## src/pli_ram.sv

```systemverilog
// ----------------------------------------------------------------------------
// pli_ram
// Generic single write port, single read port RAM with registered read.
// ----------------------------------------------------------------------------
module pli_ram #(
  parameter int WIDTH = 64,
  parameter int DEPTH = 64,
  localparam int AW = (DEPTH > 1) ? $clog2(DEPTH) : 1
) (
  input  logic             clk,
  input  logic             we,
  input  logic [AW-1:0]    waddr,
  input  logic [WIDTH-1:0] wdata,
  input  logic [AW-1:0]    raddr,
  output logic [WIDTH-1:0] rdata
);

  logic [WIDTH-1:0] mem [DEPTH];

  always_ff @(posedge clk) begin
    if (we) begin
      mem[waddr] <= wdata;
    end
    rdata <= mem[raddr];
  end

endmodule

```

## config.mk

```make
export PLATFORM = sky130hd
export DESIGN_NAME = pli_ram
export DESIGN_NICKNAME = d
export VERILOG_FILES = /design/src/pli_ram.sv
export SDC_FILE = /design/constraint.sdc
export NUM_CORES = 2
export LEC_CHECK = 0
export ABC_AREA = 0
export ABC_CLOCK_PERIOD_IN_PS = 8000
export BUFFER_PORTS_ARGS = -buffer_cell sky130_fd_sc_hd__clkbuf_2
export CAP_MARGIN = 20
export CORE_UTILIZATION = 25
export CTS_BUF_LIST = sky130_fd_sc_hd__clkbuf_8
export DETAILED_ROUTE_END_ITERATION = 8
export GPL_TIMING_DRIVEN = 0
export MAX_ROUTING_LAYER = met4
export PLACE_DENSITY = 0.41
export SYNTH_ARGS = -nofsm -noshare
export SYNTH_HDL_FRONTEND = slang
export SYNTH_SLANG_ARGS = --single-unit
```

## constraint.sdc

```tcl
create_clock -name clk -period 8 [get_ports clk]
set_clock_uncertainty 0.2 [all_clocks]
set_input_delay 0 -clock clk [delete_from_list [all_inputs] [get_ports clk]]
set_output_delay 0 -clock clk [all_outputs]
set_load 0.005 [all_outputs]
```

==> impl_metrics.json <==
{
  "fp.dieH_um": 793,
  "seqPwrFrac_pct": 54.3,
  "layout_min_cycle_time_ns": 4.39,
  "vias_per_cell": 4.58,
  "insertion_delay_ns": 1.27,
  "dp_hpwl_mm": 349,
  "cp_data_arrival_time_ns": 5.25,
  "cp_cell_sequence": "dlygate4sd3_1 -> clkbuf_2 -> buf_2 -> buf_2 -> nand2_1 -> clkbuf_1 -> o22ai_1 -> a31oi_1 -> a211oi_1",
  "cts_tree": "built",
  "powerDensity_nw_per_um2": 236,
  "die_width_um": 793,
  "startpoint_type": "primary input",
  "dr_total_vias": 77000,
  "peakVddDrop_v": 0.000156,
  "r2r_end": "rdata[15]",
  "final_cell_mix": "4,096 x edfxtp_1, 1,024 x mux4_2, 730 x clkbuf_8",
  "gp_congestion": 0.779,
  "whs_ns": 0.177,
  "cts-buffers-inserted": 698,
  "critPathCapture": "rdata[38]",
  "fill_cells": 60600,
  "maxSlewViolCount": 0,
  "tightest_slew_ns": 1.25,
  "timing.rr.start": "mem[55][15]",
  "fin_nets": 7993,
  "synthCells": 6598,
  "yosysSeqAreaShare_pct": 79.5,
  "antenna_found_initial": 51,
  "post_drt_wl_per_cell_um": 30.2,
  "outcome": "finished clean",
  "grt_first_pass_wirelength_mm": 690,
  "drcViolationCount": 0,
  "required_ns": 8.86,
  "area_delta_synth_final_pct": 20.7,
  "max_freq_mhz": 228,
  "max-slew-margin-rel_pct": 16.4,
  "cts_resized": 0,
  "fin_area_um2": 189000,
  "p_leak_nw": 59.0,
  "yosysWarnings": 0,
  "syn_area_um2": 156000,
  "hp-class": "primary input to flip-flop",
  "place_area_um2": 174000,
  "drive_gt1_share_pct": 31.3,
  "rrSetupSlack_ns": 4.76,
  "pwr-share-comb_pct": 6.0,
  "path_max_fanout": 10,
  "grt_max_degree": 65,
  "drv_cap": 0,
  "fin_cells": 16800,
  "final.setup.tns_ns": 0,
  "cts_root_buf": "clkbuf_8",
  "clockBufferDepth": 4,
  "p_switching_mw": 10.6,
  "rsz0062_at_grt": "no",
  "drt-pass1-iter-count": 7,
  "slowest_stage": "a211oi_1",
  "synth_area_per_cell_um2": 23.7,
  "overflow": 0,
  "fin_crit_sh_pct": 54.9,
  "wirelength_mm": 507,
  "crit_start": "raddr[3]",
  "io_buffers": 133,
  "core_um2": 623000,
  "io_pins": 142,
  "synth.distinct_cells": 33,
  "hold_viol": 0,
  "max_stage_delay_ns": 0.98,
  "r2r_cells": 5,
  "critPathCaptureType": "flip-flop",
  "crit_type": "primary input to flip-flop",
  "synth-seq-cells": 4160,
  "finalSetupViolCount": 0,
  "placed_cells": 15300,
  "pwr-share-clk_pct": 39.7,
  "postRouteAntennaNets": 0,
  "ctsHoldBuffers": 173,
  "syn-num-nets": 6676,
  "cp_common_cell": "buf_2",
  "clkTransAtPathRegs_ns": 0.06,
  "power.internal_mw": 34.0,
  "final_common_cell": "edfxtp_1",
  "drtIter0Drc": 6989,
  "dieArea_um2": 629000,
  "grtUsageTotal_pct": 16.3,
  "initial_core_util_pct": 25.1,
  "grt_pass1_vias": 81400,
  "rows": 290,
  "switching_share_pct": 23.7,
  "htree_levels": 6,
  "numClockSinks": 4160,
  "postLayoutCoreUtil_pct": 30.3,
  "cts_setup_buffers": 0
}
synth_stat cells:
library cell | number | share of area, %
a211oi_1 | 63 | 0.30
a22o_1 | 88 | 0.49
a22oi_1 | 168 | 0.81
a2bb2oi_1 | 19 | 0.11
a31o_1 | 1 | 0.0056
a31oi_1 | 18 | 0.072
a41oi_1 | 26 | 0.15
and2_1 | 3 | 0.012
and3_1 | 64 | 0.26
buf_1 | 20 | 0.048
buf_2 | 170 | 0.54
buf_4 | 34 | 0.16
buf_6 | 6 | 0.043
clkbuf_1 | 140 | 0.34
dfxtp_1 | 64 | 0.82
edfxtp_1 | 4096 | 79
inv_1 | 19 | 0.046
mux2i_1 | 135 | 0.86
mux4_2 | 1024 | 15
nand2_1 | 58 | 0.14
nand2b_1 | 11 | 0.044
nand3_1 | 45 | 0.14
nand3b_1 | 2 | 0.0096
nand4_1 | 2 | 0.0080
nand4b_1 | 1 | 0.0056
nor2_1 | 112 | 0.27
nor2b_1 | 28 | 0.11
nor3_1 | 2 | 0.0064
o221ai_1 | 38 | 0.21
o22ai_1 | 83 | 0.33
or2_2 | 28 | 0.11
or3_1 | 29 | 0.12
or3b_2 | 1 | 0.0056
logic make-up after synthesis:
family                 synth area share, %
and+or+nand+nor                       1.24
muxes                                 15.6
DFF                                   79.5
AOI/OAI and AO/OA                     2.48
buffers and inverters                 1.18
worst min-delay path by stage:
stage	start	endpoint	slack [ns]	depth (start not counted)
6_report	wdata[35]	mem[55][35]	0.18	4
5_1_grt	wdata[61]	mem[7][61]	0.06	3
4_1_cts	wdata[46]	mem[8][46]	0.03	4
3_5_place_dp	rdata[51]	rdata[51]	0.17	1
3_3_place_gp	rdata[42]	rdata[42]	0.18	1
2_1_floorplan	wdata[0]	mem[0][0]	-0.10	0
per-layer routing:
metal | vias to the layer above | GRT usage, % | part of all wire (%)
li1 | 31300 | - | -
met1 | 42500 | 20.7 | 42
met2 | 2427 | 27.3 | 50
met3 | 742 | 2.26 | 4.9
met4 | 0 | 4.35 | 2.9
met5 | - | - | 0
power by group through the flow:
| stage | Sequential (mW) | Combinational, mW | Clock, mW |
|---|---|---|---|
| 5_1_grt | 24.2 | 2.83 | 19.1 |
| 6_report | 24.2 | 2.68 | 17.7 |
| 4_1_cts | 24.2 | 2.74 | 18.2 |
| 3_3_place_gp | 24.7 | 2.46 | 0 |
| 3_5_place_dp | 24.6 | 2.63 | 0 |
| 2_1_floorplan | 24.6 | 1.12 | 0 |
layout make-up:
cell class,instances,area (um^2),share of cell area [%]
timing repair buffer,617,8690,4.60
sequential,4160,124000,65.8
inverter,19,71.3,0.0378
tap,8322,10400,5.52
clock buffer,730,10000,5.32
antenna,37,92.6,0.0491
buffer,370,1780,0.945
multi-input combinational,2049,30700,16.3
clock inverter,506,2650,1.40
critical path: cells and delay by family:
kind / cells / cell delay (ns)
and+or+nand+nor: 1 / 0.70
buffers and inverters: 5 / 2.24
AOI/OAI and AO/OA: 3 / 2.24
metrics by stage:
step	power, mW	setup slack (ns)
6_report	44.6	3.61
5_1_grt	46.1	3.71
4_1_cts	45.2	3.65
3_5_place_dp	27.3	2.95
3_3_place_gp	27.1	-6.10
2_1_floorplan	25.8	2.36
sequential cells by signal, summed over array words and instances (netlist names):
name and flops:
mem 4096, rdata 64
No activity file was read; power rests on OpenSTA's default activity.
