## src/pli_pkg.sv

```systemverilog
// ----------------------------------------------------------------------------
// pli_pkg
// Types and constants shared by the piecewise linear interpolator files.
// ----------------------------------------------------------------------------
package pli_pkg;

  localparam int DATA_W = 32;
  localparam int NUM_W  = 2 * DATA_W;
  localparam int DEN_W  = DATA_W;

  // action codes
  localparam logic ACT_LOAD  = 1'b0;
  localparam logic ACT_QUERY = 1'b1;

  // result status codes
  localparam logic [1:0] ST_INTERP = 2'd0;
  localparam logic [1:0] ST_BELOW  = 2'd1;
  localparam logic [1:0] ST_ABOVE  = 2'd2;
  localparam logic [1:0] ST_FLAT   = 2'd3;

  typedef enum logic [3:0] {
    S_IDLE,
    S_RDL,
    S_CHK,
    S_SCAN,
    S_FAR,
    S_SETUP,
    S_MUL,
    S_DIV,
    S_WAIT,
    S_OUT
  } pli_state_t;

endpackage

```

## src/pli_div.sv

```systemverilog
// ----------------------------------------------------------------------------
// pli_div
// Unsigned restoring divider, one quotient bit per cycle.
// ----------------------------------------------------------------------------
module pli_div
  import pli_pkg::*;
(
  input  logic             clk,
  input  logic             rst,
  input  logic             start,
  input  logic [NUM_W-1:0] dividend,
  input  logic [DEN_W-1:0] divisor,
  output logic             done,
  output logic [NUM_W-1:0] quotient,
  output logic [DEN_W-1:0] remainder
);

  localparam int CNT_W = $clog2(NUM_W);

  logic             busy;
  logic [CNT_W-1:0] cnt;
  logic [DEN_W-1:0] den;
  logic [DEN_W:0]   shifted;
  logic [DEN_W:0]   trial;
  logic             ge;

  assign shifted = {remainder, quotient[NUM_W-1]};
  assign trial   = shifted - {1'b0, den};
  assign ge      = shifted >= {1'b0, den};

  always_ff @(posedge clk) begin
    if (rst) begin
      busy <= 1'b0;
      done <= 1'b0;
      cnt  <= '0;
    end else begin
      done <= 1'b0;
      if (start && !busy) begin
        busy <= 1'b1;
        cnt  <= '0;
      end else if (busy) begin
        cnt <= cnt + CNT_W'(1);
        if (cnt == CNT_W'(NUM_W - 1)) begin
          busy <= 1'b0;
          done <= 1'b1;
        end
      end
    end
  end

  // quotient bits shift in where the dividend bits shift out
  always_ff @(posedge clk) begin
    if (start && !busy) begin
      quotient  <= dividend;
      remainder <= '0;
      den       <= divisor;
    end else if (busy) begin
      quotient  <= {quotient[NUM_W-2:0], ge};
      remainder <= ge ? trial[DEN_W-1:0] : shifted[DEN_W-1:0];
    end
  end

endmodule

```

## config.mk

```make
export PLATFORM = sky130hd
export DESIGN_NAME = pli_div
export DESIGN_NICKNAME = d
export VERILOG_FILES = /design/src/pli_pkg.sv /design/src/pli_div.sv
export SDC_FILE = /design/constraint.sdc
export NUM_CORES = 1
export LEC_CHECK = 0
export BUFFER_PORTS_ARGS = -buffer_cell sky130_fd_sc_hd__buf_2
export CAP_MARGIN = 10
export CORE_MARGIN = 2
export CORE_UTILIZATION = 53
export CTS_CLUSTER_SIZE = 40
export DETAILED_ROUTE_END_ITERATION = 8
export PLACE_DENSITY = 0.87
export SETUP_SLACK_MARGIN = 0.4
export SLEW_MARGIN = 25
export SYNTH_ARGS = -nofsm -noshare
export SYNTH_HDL_FRONTEND = slang
export SYNTH_SLANG_ARGS = --single-unit
export TNS_END_PERCENT = 5
```

## constraint.sdc

```tcl
create_clock -name clk -period 3.8 [get_ports clk]
set_clock_uncertainty 0.2 [all_clocks]
set_input_delay 0.38 -clock clk [delete_from_list [all_inputs] [get_ports clk]]
set_output_delay 0.38 -clock clk [all_outputs]
set_load 0.005 [all_outputs]
```

==> flow_summary.ini <==
[status]
status = completed

[floorplanning]
fp-row-count = 42
die_w_um = 120.9
dieArea_um2 = 14620
initial_core_util_pct = 54.50
die_height_um = 120.9
ioPinCount = 196
core-area_um2 = 13300

[clock_network]
cts.clk_slew.worst_paths_ns = 0.06
cts-buffers-inserted = 17
root_buffer = clkbuf_16
cts_tree = yes
cts.sinks = 136
cts_htree_levels = 4
clock_tree.buffer_depth = 2
worst_skew_pair.late_latency_ns = 0.42

[global_routing]
antenna_found_initial = 2
grt_pass1_vias = 6193
grt_start_max_net_pins = 67
gr-usage-all-layers_pct = 25.61
overflow = 0
grt_pass1_wl_mm = 29.41

[routing]
drt-initial-drc-count = 411
wire_per_inst_um = 16.07
met1_length_mm = 7.312
highest_layer = met5
drc = 0
ant_nets = 0
wl_met3_mm = 1.616
vias_per_cell = 5.436
drt_pass1_iterations = 5
drt_wl_total_mm = 18.56
via_count = 6279
route.met2.wl_mm = 9.220

[logic_synthesis]
ys_seq_area_share_pct = 50.84
synth_mux_area_share_pct = 4.231
synth_nets = 870
synth_top_family_by_area = simple AND/OR/NAND/NOR gates
synthArstFlopShare_pct = 0
synthXorXnorAreaFrac_pct = 3.505
synth_ff_type = edfxtp_1
synth_cell_types = 63
synth_simple_gate_area_share_pct = 17.29
syn_area_per_cell_um2 = 9.831
synth_enable_flop_cells = 96
synthAdderAreaFrac_pct = 5.975
syn_area_um2 = 7246
syn_inst = 737
ys_warn_count = 0
synth_compound_area_share_pct = 13.99
synth-seq-cells = 136

[placement]
dp_slack_ns = 0.4018
gp_routability_congestion = 0.9019
io_buffers = 195
dp_hpwl_mm = 12.76

[timing]
worst_pin_slew_ns = 0.8513
min_period_over_period_pct = 87.91
setup-violations-final = 0
hold_viol = 0
setup_slack_ns = 0.4596
post-route-min-period_ns = 3.340
fmax_mhz = 299.4
rsz0062_at_grt = yes
max_slew_margin_pct = 42.87
setup_tns_ns = 0
drv_slew = 0

[power_and_ir_drop]
powerDensity_nw_per_um2 = 432.0
power.leakage_nw = 4.573
total_power_mw = 4.059
ir_drop_v = 0.0003853

[critical_path]
crit_type = flop to flop
critPathLaunchType = flop
worst_ep_arrival_time_ns = 3.43
r2r_cells = 12
crit_required_ns = 3.89
critPathCaptureType = flop
reg2reg_slack_ns = 0.46
path_max_fanout = 4

[cells_and_area]
syn2layout_area_growth_pct = 29.68
fin_util_pct = 70.68
layout-drive-gt1-share_pct = 28.32
fin_nets = 1098

[min_path]
hp-class = primary input to flop
hold_depth = 3

[flow_run]
cap_viol_max_count = 0
==> layer usage <==
layer  up-vias  track usage (%)
met5         -                0
met4         2            8.721
met2       285            44.42
met1      2903            30.02
li1       3049                -
met3        40            7.895
==> worst max-delay path: stages (launching register included) <==
cell      delay (ns)
edfxtp_1        0.34
inv_1           0.06
ha_1            0.24
fa_2            0.38
nor2b_2         0.14
o21bai_1        0.10
a21boi_2        0.20
o41ai_2         0.12
o31ai_2         0.33
a311oi_2        0.21
or4_1           0.51
a211oi_1        0.26
o32ai_1         0.12
==> cells in the mapped netlist, drive strengths merged (14+ instances only) <==
cell type	count	share of area, %
a21o	16	1.7
a21oi	34	2.3
a22o	20	2.4
clkbuf	19	0.98
dfxtp	40	11
edfxtp	96	40
ha	33	5.7
inv	43	2.2
mux2	19	3.7
nand2	215	11
nor2	27	1.4
o21ai	27	1.9
xnor2	15	1.8
xor2	14	1.7
==> report_power, final <==
group / internal (mW) / switching [mW] / leakage, nW
sequential: 1.73 / 0.0624 / 1.29
combinational: 0.218 / 0.274 / 2.97
clock: 1.12 / 0.656 / 0.313
total: 3.07 / 0.993 / 4.57
==> final cells by class <==
cell class                 instances  area [um^2]
sequential                       136         3684
inverter                          43        162.7
clock inverter                    12        160.2
clock buffer                      20        478.0
tap                              176        220.2
antenna                            1        2.502
timing repair buffer             239         1389
multi-input combinational        528         3301
fill                            1013         3899
==> cell usage in the layout, fill, tap and decap left out, types with 3 or more instances in the layout <==
master	n
mux2_2	5
nor2b_1	3
inv_1	41
mux2i_1	4
o21ai_0	24
buf_4	11
ha_1	33
dlygate4sd3_1	33
dfxtp_1	40
nor2_1	26
bufinv_16	3
nand4_1	7
a21o_1	16
nor3_1	3
o21bai_1	4
o21a_1	4
mux2_4	14
and2_1	6
nand2b_1	5
o21ai_1	3
nand3_1	13
a21oi_1	34
a31oi_1	6
edfxtp_1	96
inv_6	5
a32oi_1	11
a211oi_1	5
a22o_1	20
clkinv_2	3
clkbuf_16	18
xnor2_1	15
xor2_1	14
a21boi_0	5
nand2_1	213
buf_2	195
==> through the flow <==
stage | cell area (um^2) | hold slack [ns] | instances
after floorplan | 7246 | 0.2435 | 737
after global placement | 8359 | 0.2720 | 1084
after detailed placement | 8359 | 0.2758 | 1084
after CTS | 9343 | 0.004533 | 1149
after global routing | 9397 | 0.01357 | 1155
final | 9397 | 0.01686 | 1155
==> path summary, 6_finish.rpt <==
| path | from | to |
|---|---|---|
| worst max-delay path | quotient[63] | remainder[30] |
| worst min-delay path | dividend[49] | quotient[49] |
| worst max register to register | quotient[63] | remainder[30] |
| worst min register to register | cnt[5] | done |
==> registers in the layout, summed over array words and instances (netlist names) <==
register / count
busy: 1
cnt: 6
den: 32
done: 1
quotient: 64
remainder: 32
==> cell families after synthesis <==
| logic type | after synthesis |
|---|---|
| and+or+nand+nor | 294 |
| AOI/OAI and AO/OA | 147 |
| adders and majority gates | 34 |
| buffers and inverters | 74 |
| xor gates and xnor gates | 29 |
| muxes | 23 |
| DFF | 136 |
==> repair_timing <==
| item | CTS | global route |
|---|---|---|
| endpoints found under the hold margin | 34 | 0 |
| gates cloned | 0 | 1 |
| setup buffers | 0 | 4 |
| setup endpoints to repair | 4 | 19 |
| hold buffers | 33 | 0 |
| resized for setup | 2 | 3 |
| pin swaps | 0 | 3 |
Power figures use the tool's default switching activity.
